**config.mk**
```make
export PLATFORM = sky130hd
export DESIGN_NAME = abs_search_fsm
export DESIGN_NICKNAME = d
export VERILOG_FILES = /design/src/rtl/abs_pkg.sv /design/src/rtl/abs_search_fsm.sv
export SDC_FILE = /design/constraint.sdc
export NUM_CORES = 1
export LEC_CHECK = 0
export ABC_CLOCK_PERIOD_IN_PS = 7850
export BUFFER_PORTS_ARGS = -buffer_cell sky130_fd_sc_hd__buf_2
export CELL_PAD_IN_SITES_DETAIL_PLACEMENT = 1
export CELL_PAD_IN_SITES_GLOBAL_PLACEMENT = 2
export CORE_MARGIN = 3
export CORE_UTILIZATION = 35
export CTS_CLUSTER_DIAMETER = 80
export CTS_CLUSTER_SIZE = 25
export DETAILED_ROUTE_END_ITERATION = 10
export HOLD_SLACK_MARGIN = 0.03
export PLACE_DENSITY = 0.9
export RECOVER_POWER = 50
export SLEW_MARGIN = 20
export SYNTH_ARGS = -nofsm -noshare
export SYNTH_HDL_FRONTEND = slang
export SYNTH_SLANG_ARGS = --single-unit
```
**constraint.sdc**
```tcl
create_clock -name clock -period 7.85 [get_ports clock]
set_input_delay 0.3925 -clock clock [delete_from_list [all_inputs] [get_ports clock]]
set_output_delay 0.3925 -clock clock [all_outputs]
set_load 0.005 [all_outputs]
```
**src/rtl/abs_pkg.sv**
```systemverilog
// Shared types and constants of the anchored binary search unit.
`default_nettype none

package abs_pkg;

   localparam int ENTRY_INDEX_WIDTH  = 8;
   localparam int FIELD_KEY_WIDTH    = 32;
   localparam int COUNT_FIELD_WIDTH  = 9;
   localparam int RESULT_INDEX_WIDTH = 9;
   localparam int CSR_INDEX_WIDTH    = 1;
   localparam int CSR_DATA_WIDTH     = 9;

   localparam logic ACTION_WRITE  = 1'b0;
   localparam logic ACTION_SEARCH = 1'b1;

   localparam logic [1:0] ANCHOR_ANY   = 2'd0;
   localparam logic [1:0] ANCHOR_FIRST = 2'd1;
   localparam logic [1:0] ANCHOR_LAST  = 2'd2;

   localparam logic [CSR_INDEX_WIDTH-1:0] CSR_TABLE_COUNT    = 1'd0;
   localparam logic [CSR_INDEX_WIDTH-1:0] CSR_COMPARE_SIGNED = 1'd1;

   typedef struct packed {
      logic                         action;
      logic [ENTRY_INDEX_WIDTH-1:0] entry_index;
      logic [FIELD_KEY_WIDTH-1:0]   entry_value;
      logic [FIELD_KEY_WIDTH-1:0]   search_key;
      logic [1:0]                   anchor_mode;
   } req_payload_type;

   typedef struct packed {
      logic                          found;
      logic [RESULT_INDEX_WIDTH-1:0] result_index;
   } rsp_payload_type;

endpackage

`default_nettype wire

```
**src/rtl/abs_search_fsm.sv**
```systemverilog
// Search sequencer: bisection and anchor walk over the key table, result register.
`default_nettype none

module abs_search_fsm
   import abs_pkg::*;
#(
   parameter int DEPTH     = 256,
   parameter int KEY_WIDTH = 32,
   localparam int IW       = $clog2(DEPTH),
   localparam int CW       = $clog2(DEPTH + 1)
) (
   input  wire logic                          clock,
   input  wire logic                          reset,
   input  wire logic                          req_valid,
   output logic                               req_stall,
   input  wire req_payload_type               req_payload,
   output logic                               rsp_valid,
   input  wire logic                          rsp_stall,
   output rsp_payload_type                    rsp_payload,
   input  wire logic [COUNT_FIELD_WIDTH-1:0]  table_count,
   input  wire logic                          compare_signed,
   output logic                               ram_wr_en,
   output logic      [IW-1:0]                 ram_wr_addr,
   output logic      [KEY_WIDTH-1:0]          ram_wr_data,
   output logic      [IW-1:0]                 ram_rd_addr,
   input  wire logic [KEY_WIDTH-1:0]          ram_rd_data
);

   localparam logic [KEY_WIDTH-1:0] SIGN_BIT = KEY_WIDTH'(1) << (KEY_WIDTH - 1);

   typedef enum logic [2:0] {
      S_IDLE,
      S_READ,
      S_CMP,
      S_ANCHOR,
      S_WREAD,
      S_WCMP,
      S_DONE
   } state_type;

   state_type            state_ff, state_in;
   logic [IW-1:0]        start_ff, start_in;
   logic [IW-1:0]        end_ff, end_in;
   logic [IW-1:0]        cur_ff, cur_in;
   logic [CW-1:0]        idx_ff, idx_in;
   logic [CW-1:0]        count_ff, count_in;
   logic [KEY_WIDTH-1:0] key_ff, key_in;
   logic                 sign_ff, sign_in;
   logic [1:0]           mode_ff, mode_in;
   logic                 found_ff, found_in;
   logic                 rsp_valid_ff, rsp_valid_in;
   rsp_payload_type      rsp_payload_ff, rsp_payload_in;

   logic [CW-1:0]        count_clamped;
   logic [KEY_WIDTH-1:0] entry_key;
   logic                 key_eq;
   logic                 key_gt;
   logic [IW-1:0]        next_start;

   function automatic logic [IW-1:0] midpoint(input logic [IW-1:0] a, input logic [IW-1:0] b);
      logic [IW:0] sum;
      sum = {1'b0, a} + {1'b0, b};
      return sum[IW:1];
   endfunction

   function automatic logic [KEY_WIDTH-1:0] order_key(input logic [KEY_WIDTH-1:0] v,
                                                      input logic           signed_mode);
      return signed_mode ? (v ^ SIGN_BIT) : v;
   endfunction

   assign count_clamped = (int'(table_count) > DEPTH) ? CW'(DEPTH) : CW'(table_count);
   assign entry_key     = order_key(ram_rd_data, sign_ff);
   assign key_eq        = (key_ff == entry_key);
   assign key_gt        = (key_ff > entry_key);
   assign next_start    = (start_ff == cur_ff) ? cur_ff + IW'(1) : cur_ff;

   assign req_stall   = (state_ff != S_IDLE);
   assign rsp_valid   = rsp_valid_ff;
   assign rsp_payload = rsp_payload_ff;
   assign ram_rd_addr = cur_ff;
   assign ram_wr_addr = IW'(req_payload.entry_index);
   assign ram_wr_data = KEY_WIDTH'(req_payload.entry_value);

   always_comb begin
      state_in       = state_ff;
      start_in       = start_ff;
      end_in         = end_ff;
      cur_in         = cur_ff;
      idx_in         = idx_ff;
      count_in       = count_ff;
      key_in         = key_ff;
      sign_in        = sign_ff;
      mode_in        = mode_ff;
      found_in       = found_ff;
      rsp_valid_in   = rsp_valid_ff && rsp_stall;
      rsp_payload_in = rsp_payload_ff;
      ram_wr_en      = 1'b0;

      unique case (state_ff)
         S_IDLE: begin
            if (req_valid) begin
               if (req_payload.action == ACTION_WRITE) begin
                  ram_wr_en = (int'(req_payload.entry_index) < DEPTH);
               end else begin
                  key_in   = order_key(KEY_WIDTH'(req_payload.search_key), compare_signed);
                  sign_in  = compare_signed;
                  mode_in  = req_payload.anchor_mode;
                  count_in = count_clamped;
                  found_in = 1'b0;
                  if (count_clamped == '0) begin
                     idx_in   = '0;
                     state_in = S_DONE;
                  end else begin
                     start_in = '0;
                     end_in   = IW'(count_clamped - CW'(1));
                     cur_in   = IW'((count_clamped - CW'(1)) >> 1);
                     state_in = S_READ;
                  end
               end
            end
         end
         S_READ: begin
            state_in = S_CMP;
         end
         S_CMP: begin
            if (cur_ff != end_ff) begin
               priority if (key_eq) begin
                  found_in = 1'b1;
                  idx_in   = CW'(cur_ff);
                  state_in = S_ANCHOR;
               end else if (key_gt) begin
                  start_in = next_start;
                  cur_in   = midpoint(next_start, end_ff);
                  state_in = S_READ;
               end else begin
                  end_in   = cur_ff;
                  cur_in   = midpoint(start_ff, cur_ff);
                  state_in = S_READ;
               end
            end else begin
               priority if (key_eq) begin
                  found_in = 1'b1;
                  idx_in   = CW'(cur_ff);
                  state_in = S_ANCHOR;
               end else if (key_gt) begin
                  idx_in   = count_ff;
                  state_in = S_DONE;
               end else begin
                  idx_in   = CW'(cur_ff);
                  state_in = S_DONE;
               end
            end
         end
         S_ANCHOR: begin
            state_in = S_DONE;
            if (mode_ff == ANCHOR_FIRST && idx_ff != '0) begin
               cur_in   = IW'(idx_ff - CW'(1));
               state_in = S_WREAD;
            end else if (mode_ff == ANCHOR_LAST && idx_ff < count_ff - CW'(1)) begin
               cur_in   = IW'(idx_ff + CW'(1));
               state_in = S_WREAD;
            end
         end
         S_WREAD: begin
            state_in = S_WCMP;
         end
         S_WCMP: begin
            if (key_eq) begin
               idx_in   = CW'(cur_ff);
               state_in = S_ANCHOR;
            end else begin
               state_in = S_DONE;
            end
         end
         S_DONE: begin
            if (!rsp_valid_ff || !rsp_stall) begin
               rsp_valid_in                = 1'b1;
               rsp_payload_in.found        = found_ff;
               rsp_payload_in.result_index = RESULT_INDEX_WIDTH'(idx_ff);
               state_in                    = S_IDLE;
            end
         end
         default: begin
            state_in = S_IDLE;
         end
      endcase
   end

   always_ff @(posedge clock) begin
      if (reset) begin
         state_ff     <= S_IDLE;
         rsp_valid_ff <= 1'b0;
      end else begin
         state_ff     <= state_in;
         rsp_valid_ff <= rsp_valid_in;
      end
      start_ff       <= start_in;
      end_ff         <= end_in;
      cur_ff         <= cur_in;
      idx_ff         <= idx_in;
      count_ff       <= count_in;
      key_ff         <= key_in;
      sign_ff        <= sign_in;
      mode_ff        <= mode_in;
      found_ff       <= found_in;
      rsp_payload_ff <= rsp_payload_in;
   end

endmodule

`default_nettype wire
```
### After elaboration in Yosys (flattened, before gate mapping)

Cells that the tools add are included.
W data, S select, Z words.

* muxes and demuxes: 54
* shift operators: 0
* bitwise logic cells: 2
* eq/ne operators: 22
* multiply operators: 0
* reduce and logical (&&, ||, !) cells: 21
* $add $sub $neg: 7
* div/mod/pow operators: 0
* order comparisons: 3

Operators by type and width (count)
* $mux W8: 21
* $mux W9: 8
* $mux W32: 2
* $eq A32 B32 Y1: 1
* $gt A32 B32 Y1: 1
* $pmux W8 S2: 2
* $pmux W9 S3: 1
* $pmux W8 S3: 1
* $pmux W3 S7: 1
* $reduce_and A7 Y1: 3
* $ne A2 B2 Y1 const B: 10
* $add A8 B8 Y9: 2
* $mux W3: 6
* $sub A9 B1 Y9 const B: 2
* $add A8 B1 Y8 const B: 2
* $eq A3 B3 Y1 const B: 3
* $gt A9 B9 Y1 const B: 1
* $logic_not A9 Y1: 1
* $lt A9 B9 Y1: 1
* $reduce_bool A3 Y1: 3
* $reduce_bool A9 Y1: 1
* $eq A8 B8 Y1: 1
* $mux W1: 8
* $ne A8 B8 Y1: 1
* other kinds (17): 26

* logic and storage cells: 122
* memory bits (read-only): 0
* memories kept: 0
* input port bits: 121
* RAM bits: 0
* bits in latches: 0
* output and inout bits: 61
* register bits: 92

### Logic depth before layout (Yosys ltp)

Gate-level depths: netlist (run 1).

* depth in word-level cells: 7
* gate-level depth with buffers: 14
* depth with buffers taken out: 14

### Worst setup path before layout (run 1)

Ideal clock, no wire load.

* kind: register to register
* from: register count_ff[2]
* to: register cur_ff[0] (netlist: ram_rd_addr[0]) (enable)
* buffers on the path: 0
* required time: 7.431 ns
* stages on the path, launching flop included: 11
* path slack: 3.839 ns
* arrival: 3.592 ns
* clock period less this slack: 4.011 ns
* library setup time: 0.419 ns
* cell sequence: edfxtp_1 -> nor2_1 -> nor4b_1 -> xnor2_1 -> ha_1 -> a2111oi_0 -> nand2_1 -> o211ai_1 -> a311o_1 -> a21oi_1 -> a2111oi_0

* word-level cells in the longest chain between the ends: 5

RTL lines
* start: declaration: RTL line abs_search_fsm.sv:46 `logic [CW-1:0] count_ff, count_in;`
* start signal: assignment: RTL line abs_search_fsm.sv:201 `count_ff <= count_in;`
* $sub A9 B1 Y9: RTL line abs_search_fsm.sv:159 `end else if (mode_ff == ANCHOR_LAST && idx_ff < count_ff - CW'(1)) begin`
* $lt A9 B9 Y1: RTL line abs_search_fsm.sv:159
* $logic_and A1 B1 Y1: RTL line abs_search_fsm.sv:159
* $ne A3 B3 Y1 (no source line)
* $reduce_and A7 Y1 (no source line)
* end signal: assignment: RTL line abs_search_fsm.sv:199 `cur_ff <= cur_in;`
* end: declaration: RTL line abs_search_fsm.sv:44 `logic [IW-1:0] cur_ff, cur_in;`

No other way between the ends.
A chain may end at the register's enable or synchronous reset.

### Worst setup path in the final report (run 1)

* from: register cur_ff[4] (netlist: ram_rd_addr[4])
* to: register cur_ff[7] (netlist: ram_rd_addr[7]) (data pin)

* word-level cells in the longest chain between the ends: 7
* elaborated cells between the ends (all ways): 9
* classes of those cells: 3 x add/sub; 1 x eq/ne; 5 x mux

RTL lines
* $add A8 B1 Y8 / $eq A8 B8 Y1 (equally long branches): RTL line abs_search_fsm.sv:75 `assign next_start = (start_ff == cur_ff) ? cur_ff + IW'(1) : cur_ff;`
* $mux W8 (*): RTL line abs_search_fsm.sv:75
* via next_start[5]: RTL line abs_search_fsm.sv:58 `logic [IW-1:0] next_start;`
* $add A8 B8 Y9 (*): RTL line abs_search_fsm.sv:62 `sum = {1'b0, a} + {1'b0, b};`
* $mux W8 (*): RTL line abs_search_fsm.sv:131 `end else if (key_gt) begin`
* $mux W8 (*): RTL line abs_search_fsm.sv:127 `priority if (key_eq) begin`
* $mux W8 (*): RTL line abs_search_fsm.sv:126 `if (cur_ff != end_ff) begin`
* $pmux W8 S3 (*): RTL line abs_search_fsm.sv:99 `unique case (state_ff)`
* via cur_in[7]: RTL line abs_search_fsm.sv:44

Mark *: on every way through the listed nets, which the timed path passes. The rest lies on a longest branch. The select of a mux whose other input is x is not followed.

==> results of run 1 <==
==> metal layers <==
layer	vias to the layer above	track usage
met3	46	0.0337
met5	-	0
met1	2414	0.218
li1	2318	-
met2	154	0.298
met4	0	0.0621
==> registers in the layout, summed over array words and instances, names as in the netlist, 3 cells and up <==
name and count:
end_ff 8, ram_rd_addr 8, rsp_payload 10, key_ff 32, count_ff 9, idx_ff 9
state_ff 3, start_ff 8
==> power by group <==
group          switching (mW)  internal [mW]  total, mW
logic                   0.157          0.121      0.278
clock network           0.199          0.216      0.415
registers              0.0289          0.570      0.599
==> Yosys cell counts, drive strengths merged, types with 8 or more instances <==
cell type	count
buf	48
xnor2	31
nand2	31
inv	48
mux2i	22
o22ai	17
nand3	12
edfxtp	88
ha	65
nor2	34
o21ai	17
clkbuf	13
xor2	12
nand4	11
nor3	12
nor2b	12
a21oi	41
o21a	8
==> path summary, 6_finish.rpt <==
| check | start | to | slack, ps | depth (start not counted) |
|---|---|---|---|---|
| max | ram_rd_addr[4] | ram_rd_addr[7] | 3850 | 12 |
| min | req_payload[22] | key_ff[20] | 210 | 1 |
| max reg2reg | ram_rd_addr[4] | ram_rd_addr[7] | 3850 | 12 |
| min reg2reg | found_ff | rsp_payload[9] | 420 | 0 |
==> worst reg2reg max path: stages, from the launching register on <==
cell and delay, ps:
edfxtp_1 540, ha_1 440, or4_4 580, nor2_2 310, and3_1 260, and4_1 220, xor2_1 190, ha_1 320
o21a_1 200, nor2_1 120, a21oi_1 60, a211o_1 300, a31o_1 220
==> logic make-up after synthesis <==
group	count (synthesis)	share of synthesized area
muxes	23	0.0359
AOI/OAI and AO/OA	129	0.134
DFF	92	0.423
buffers and inverters	109	0.0903
adders and majority gates	68	0.136
xor gates and xnor gates	43	0.0584
and+or+nand+nor	149	0.123
==> per-stage QoR <==
| step | utilization | total power, mW | setup WS [ps] | hold slack [ps] | area [sq um] |
|---|---|---|---|---|---|
| finish | 0.403 | 1.29 | 3850 | 212 | 7110 |
| global route | 0.403 | 1.36 | 3590 | 195 | 7110 |
| CTS | 0.404 | 1.31 | 3850 | 200 | 7140 |
| detailed placement | 0.388 | 0.886 | 3890 | 408 | 6860 |
| global placement | 0.388 | 0.870 | 4040 | 424 | 6860 |
| floorplan | - | 0.807 | 3840 | 400 | 6440 |
==> area by class of cell <==
cell class	count	area [sq um]
sequential	92	2720
tap	225	282
clock buffer	9	225
clock inverter	7	52.6
fill	2020	10500
inverter	48	180
multi-input combinational	412	3150
timing repair buffer	104	504
==> results.md, run 1 <==
- Clock Latency Late Sink: roughly 350 ps
- Total GRT Usage: 0.174
- Largest net degree at the start of global routing: 45
- Resized cells post-CTS: 0
- CP Class: reg -> reg
- Gate Count Post-Synth: ~600
- Total Wirelength: between 15000 and 20000 microns
- Vias: approximately 4.9k
- Hold Fails Final Rpt: 0
- PD cells: ~180 nW/um^2
- TritonCTS clock tree: built
- Seq/Total Area, Yosys: 0.423
- Dpl cells: around 900
- Gpl congestion: 0.874
- Area Overhead vs Synth: 10.4%
- Antenna violations before repair: 0
- Core box area: 17700 sq um
- Final setup viols: 0
- Max Used Layer: met4
- Async set or reset register ratio after synthesis: 0
- First-pass DRT Iterations: 5
- Max transition margin: -0.696
- Dominant cells by area after synthesis: edfxtp_1, ha_1, buf_4, xnor2_1, mux2i_1
- CTS root buf: clkbuf_16
- Failing checks: capacitance limit, slew limit
- Status: finished, violations left
- Share of post-route cells with drive strength above 1: 0.171
- FP Rows: 48
- Total CTS buffers: 9
- Io pins: roughly 180
- DP HPWL: between 10000 and 15000 microns
- Cell mode on critical path: ha_1
- Minimum clock period: 4000 ps
- Commonest non-fill, non-tap cell in the layout: edfxtp_1
- Hold Buf Count CTS: 0
- Top-area cell type share of the netlist area: 0.410
- Synth area leader: edfxtp_1
- Met2 WL: between 8000 and 9000 microns
- RSZ-0062 raised after global routing: false
- CTS clock-pin slew for the worst setup and hold paths: 70 ps
- Overflow after GRT: 0
- Die width: 142 microns
- CP Data Required Time: just under 8000 ps
- Setup TNS Final: 0 ps
- Worst setup EP type: flip-flop
- Final max-slew violation count: 45
- Fin crit share: 0.509
- Wire per inst: between 15 and 20 microns
- Top delay family on crit path: simple AND/OR/NAND/NOR gates
- CP cell instances: ha_1 -> or4_4 -> nor2_2 -> and3_1 -> and4_1 -> xor2_1 -> ha_1 -> o21a_1 -> nor2_1 -> a21oi_1 -> a211o_1 -> a31o_1
- Leakage Power: 2.94 nW
- WL met1: approximately 7500 microns
- Die Ht: ~140 microns
- ANT nets after route: 0
- H-tree depth: 3
- Slowest CP cell: or4_4
- WL met3: 972 microns
- Synth Register Bits: 92
- Post-CTS repair timing setup buffer count: 0
- Syn Std Cell Area: ~6400 sq um
- Max clock buf depth: 2
- Residual DRC count: 0
- Most frequent cells in the layout: edfxtp_1, buf_2, ha_1
- CP startpoint kind: flip-flop
- Main synth FF type: edfxtp_1
- PortBufs: roughly 100
- DR iter-0 viols: about 300
- Final antenna diode count: 0
- Die Footprint: between 20000 and 25000 sq um
- Worst Path Arrival: between 4000 and 5000 ps
- F_max: ~0.25 GHz
- Sink Count: roughly 90
- Initial Util: 0.365
- Post-synthesis cell type count: 66
- Ys Warns: 0
- Max IR drop VDD: roughly 0.00012 V
- CP peak stage delay: 580 ps
- Finished Layout Cells: 897
- Mapped Avg Cell Area: between 10 and 15 sq um
- Worst hold path type: in -> reg
- Max-cap violation count: 1
- Routed vias/inst: 5.50
- Syn nets: 802
- Worst path bufs/invs: 0
- Post-synth EDFFs: 88
- Max Fanout on Critical Path: 9
- Final #Nets: around 860
- Vias in the first global route: ~5.2k
- Worst Clk Skew: approximately 6.7 ps
- First-pass GRT wire length: about 28000 microns
- Worst-Margin Slew: 2540 ps
(Power assumes the default switching activity.)
==> inputs of run 2 (changes only) <==
ABC_CLOCK_PERIOD_IN_PS = 3700   (was 7850)
CORE_UTILIZATION = 33   (was 35)
PLACE_DENSITY = 0.85   (was 0.9)
clock period = 3.7 ns   (was 7.85 ns; I/O delays follow)
==> results.md, run 2 (same netlist as run 1, synthesis figures left out) <==
- H-tree depth: 3
- Worst setup EP type: flip-flop
- Residual DRC count: 0
- CP Data Required Time: approximately 3800 ps
- Slowest CP cell: or4_4
- Hold Fails Final Rpt: 0
- Worst Path Arrival: ~3800 ps
- Worst-Margin Slew: 900 ps
- ANT nets after route: 0
- Final setup viols: 0
- Largest register FFs: 32
- Die Ht: around 150 microns
- Fin area: 7810 sq um
- Filler cells: 2157
- F_max: 0.274 GHz
- FP Rows: 50
- CP startpoint kind: flip-flop
- Max transition margin: 0.400
- Antenna violations before repair: 0
- First-pass GRT wire length: about 30000 microns
- DR iter-0 viols: between 200 and 250
- Gpl congestion: 0.869
- Finished Layout Cells: around 990
- Status: complete, no violations
- Area of the multi-input gates: ~3300 sq um
- Most frequent cells in the layout: edfxtp_1, buf_2, ha_1
- Worst Clk Skew: 9.18 ps
- Fin crit share: 0.985
- WL met3: about 1000 microns
- Total GRT Usage: 0.173
- TritonCTS clock tree: built
- Worst slack, placed: -127 ps
- Cell mode on critical path: buf_4
- Io pins: 182
- Total CTS buffers: 9
- Placed cell areas: between 7000 and 8000 sq um
- CP cell instances: ha_4 -> or4_4 -> nor2_4 -> buf_4 -> buf_4 -> nand4_1 -> xnor2_2 -> ha_1 -> o21a_1 -> o31a_1 -> nor2_1 -> a21oi_1 -> a211o_1 -> a31o_1
- Max-cap violation count: 0
- Overflow after GRT: 0
- Max Fanout on Critical Path: 4
- Wire per inst: between 15 and 20 microns
- Core box area: about 19000 sq um
- Dpl cells: around 930
- Final antenna diode count: 0
- Die width: approximately 150 microns
- Max IR drop VDD: between 0.00015 and 0.0002 V
- Initial Util: 0.340
- CTS clock-pin slew for the worst setup and hold paths: around 70 ps
- Sink Count: between 90 and 100
- Setup TNS Final: 0 ps
- Vias in the first global route: approximately 5.5k
- Vias: 5148
- Commonest non-fill, non-tap cell in the layout: edfxtp_1
- PortBufs: 101
- Largest net degree at the start of global routing: 28
- CP Class: reg -> reg
- CTS root buf: clkbuf_16
- Max Used Layer: met4
- FF/Latch Area: approximately 2700 sq um
- Share of post-route cells with drive strength above 1: 0.211
- Routed vias/inst: 5.18
- Leakage Power: 3.25 nW
- DP HPWL: approximately 14000 microns
- CP peak stage delay: roughly 560 ps
- Worst setup margin: around 54 ps
- First-pass DRT Iterations: 4
- WL met1: 7800 microns
- Final #Nets: a little over 900
- Clock Latency Late Sink: ~350 ps
- Met2 WL: approximately 9600 microns
- Minimum clock period: approximately 3600 ps
- Total Wirelength: about 19000 microns
- PD cells: roughly 360 nW/um^2
- Area Overhead vs Synth: 21.3%
- Most flops, register: key_ff
- Worst hold path type: in -> reg
- Final max-slew violation count: 0
- Die Footprint: between 20000 and 25000 sq um
- Max clock buf depth: 2
## run 2: cell count changes in the layout (fill, tap and decap cells not counted), moves of 2 or more
cell / before / now
dlygate4sd3_1: 0 / 34
buf_4: 2 / 26
ha_1: 65 / 61
ha_4: 0 / 4
xnor2_1: 31 / 28
xnor2_2: 0 / 3
buf_2: 85 / 87
clkinvlp_4: 4 / 2
## run 2: cell type report
type	instances	area share
clock inverter	7	0.00657
inverter	48	0.0231
tap	260	0.0416
sequential	92	0.348
multi-input combinational	412	0.416
clock buffer	9	0.0288
timing repair buffer	166	0.135
## run 2: final timing paths
| path | endpoint | slack (ps) | start | depth (start not counted) |
|---|---|---|---|---|
| setup / recovery | ram_rd_addr[7] | 50 | ram_rd_addr[7] | 14 |
| hold / removal | state_ff[0] | 70 | reset | 2 |
| setup reg to reg | ram_rd_addr[7] | 50 | ram_rd_addr[7] | 14 |
| hold reg to reg | rsp_payload[9] | 470 | found_ff | 0 |
## run 2: worst max-delay path: cells and delay by family (launching register included)
family / cells / cell delay, ps
compound gates: 5 / 850
buf+inv: 2 / 270
simple gates: 4 / 1010
xor+xnor: 1 / 200
flops: 1 / 450
fa+ha+maj: 2 / 620
## run 2: repair_timing
action | CTS | global route
hold buffers | 34 | 0
setup endpoints to repair | 3 | 12
pin swaps | 1 | 8
buffers inserted | 3 | 7
endpoints found under the hold margin | 34 | 0
resized for setup | 2 | 12
## run 2: where the power goes
part	switching [mW]	internal (mW)
clock network	0.420	0.459
registers	0.0393	1.21
logic	0.385	0.330
total	0.844	2.00
## run 2: per-layer routing
metal | track usage | vias up
met5 | 0 | -
li1 | - | 2441
met4 | 0.0560 | 0
met2 | 0.309 | 167
met3 | 0.0339 | 33
met1 | 0.208 | 2507
## run 2: per-stage QoR
stage / utilization / hold slack, ps / power (mW)
3_5_place_dp: 0.372 / 364 / 1.91
5_1_grt: 0.412 / 74.1 / 2.98
6_report: 0.412 / 71.3 / 2.84
4_1_cts: 0.406 / 55.1 / 2.82
3_3_place_gp: 0.372 / 363 / 1.88
2_1_floorplan: - / 254 / 1.71
==> inputs of run 3 (changes only) <==
PLACE_DENSITY = default   (was 0.85)
PLACE_DENSITY_LB_ADDON = 0.15   (was default)
==> results.md, run 3 (same netlist as run 1, synthesis figures left out) <==
- Initial Util: 0.340
- FF/Latch Area: between 2000 and 3000 sq um
- Placed cell areas: 7090 sq um
- Clock share of power: 0.336
- PD cells: around 370 nW/um^2
- Status: complete, no violations
- Final antenna diode count: 0
- Max Fanout on Critical Path: 5
- Worst Path Arrival: approximately 3700 ps
- Comb power frac: 0.238
- Core box area: approximately 19000 sq um
- Fin area: 7780 sq um
- Finished Layout Cells: roughly 1000
- Vias: around 5.0k
- Final #Nets: approximately 920
- Gpl congestion: ~0.79
- Fin crit share: 0.974
- Internal: around 2 mW
- Total GRT Usage: 0.175
- Worst hold path type: in -> reg
- CP startpoint kind: flip-flop
- Overflow after GRT: 0
- Most frequent cells in the layout: edfxtp_1, buf_2, ha_1
- Antenna violations before repair: 0
- Area of the multi-input gates: between 3000 and 4000 sq um
- Area Overhead vs Synth: 20.8%
- Filler cells: ~2.2k
- Share of post-route cells with drive strength above 1: 0.197
- CP Class: reg -> reg
- Residual DRC count: 0
- F_max: approximately 0.28 GHz
- Most flops, register: key_ff
- Seq pwr share: 0.426
- CTS clock-pin slew for the worst setup and hold paths: ~80 ps
- Switching Share: 0.293
- Routed vias/inst: 5.00
- Leakage Power: around 3.2 nW
- CP Data Required Time: between 3000 and 4000 ps
- Final max-slew violation count: 0
- Worst setup EP type: flip-flop
- CP peak stage delay: 580 ps
- GRT met2 Usage: 0.302
- Dpl cells: about 940
- Max clock buf depth: 2
- Grt met3 use: 0.0333
- FP Rows: 50
- Slowest CP cell: or4_4
- Top delay family on crit path: simple AND/OR/NAND/NOR gates
- Vias in the first global route: about 5.4k
- Sink Count: 92
- Commonest non-fill, non-tap cell in the layout: edfxtp_1
- Hold Fails Final Rpt: 0
- GR peak layer: met2
- RSZ-0062 raised after global routing: true
- Die Footprint: between 20000 and 25000 sq um
- Die width: roughly 150 microns
- Largest register FFs: 32
- Wire per inst: around 18 microns
- DR iter-0 viols: ~220
- CP cell instances: ha_1 -> or4_4 -> nor2_4 -> nand2_1 -> xnor2_2 -> ha_2 -> nor2b_2 -> o31a_1 -> nor2_1 -> a21oi_1 -> a211o_1 -> a31o_1
- Setup TNS Final: 0 ps
- CTS root buf: clkbuf_16
- Met1 global-route usage: 0.223
- TritonCTS clock tree: built
- First-pass GRT wire length: about 30000 microns
- First-pass DRT Iterations: 6
- Worst-Margin Slew: about 1000 ps
- Minimum clock period: around 3600 ps
- Final setup viols: 0
- P_sw: approximately 0.85 mW
- PortBufs: roughly 100
- Io pins: about 180
- Largest net degree at the start of global routing: 45
- Max IR drop VDD: ~0.00022 V
- Total CTS buffers: 9
- DP HPWL: 14100 microns
- Max transition margin: 0.320
- Max-cap violation count: 0
- H-tree depth: 3
- Worst path bufs/invs: 0
- Worst Clk Skew: approximately 10 ps
- Die Ht: 146 microns
- Total Wirelength: approximately 18000 microns
- ANT nets after route: 0
- Clock Latency Late Sink: 350 ps
## run 3: worst paths after layout
check / start / end / slack (ps) / cells past startpoint
max: start_ff[1] / ram_rd_addr[7] / 100 / 12
min: reset / rsp_valid / 80 / 2
max reg2reg: start_ff[1] / ram_rd_addr[7] / 100 / 12
min reg2reg: found_ff / rsp_payload[9] / 450 / 0
## run 3: layout make-up
type                            count  share of cell area
Inverter                           48              0.0232
Clock buffer                        9              0.0289
Timing Repair Buffer              169               0.132
Tap cell                          260              0.0418
Sequential cell                    92               0.350
Clock inverter                      7              0.0105
Multi-Input combinational cell    412               0.414
## run 3: metrics by stage
| step | utilization | power (mW) | hold WS [ps] | worst slack, ps |
|---|---|---|---|---|
| final | 0.411 | 2.91 | 83.2 | 96.8 |
| after global routing | 0.411 | 3.07 | 75.6 | -75.2 |
| after global placement | 0.374 | 1.90 | 364 | 96.9 |
| after floorplan | - | 1.71 | 254 | 53.1 |
| after detailed placement | 0.374 | 1.92 | 364 | -67.0 |
| after CTS | 0.409 | 2.94 | 65.7 | 7.29 |
## run 3: worst register-to-register path: cells and delay by family (launching register included)
kind	cells	cell delay, ps
fa+ha+maj	2	670
simple gates	5	1190
xor+xnor	1	230
flops	1	420
compound gates	4	850
## run 3: power by group through the flow
stage | sequential, mW | clock [mW] | combinational, mW
6_report | 1.24 | 0.980 | 0.692
3_5_place_dp | 1.26 | 0 | 0.656
5_1_grt | 1.25 | 1.05 | 0.782
2_1_floorplan | 1.26 | 0 | 0.453
3_3_place_gp | 1.26 | 0 | 0.640
4_1_cts | 1.24 | 1.01 | 0.691
## run 3: metal layers
layer	vias up	share of wire
li1	2450	-
met1	2402	0.45
met2	112	0.49
met3	24	0.039
met4	0	0.015
met5	-	0
## run 3: timing repair
action,4_1_cts,5_1_grt
endpoints found under the hold margin,34,0
hold buffers,34,0
gates resized for setup,1,12
endpoints found under the setup margin,2,12
pin swaps,1,4
setup buffers,2,4
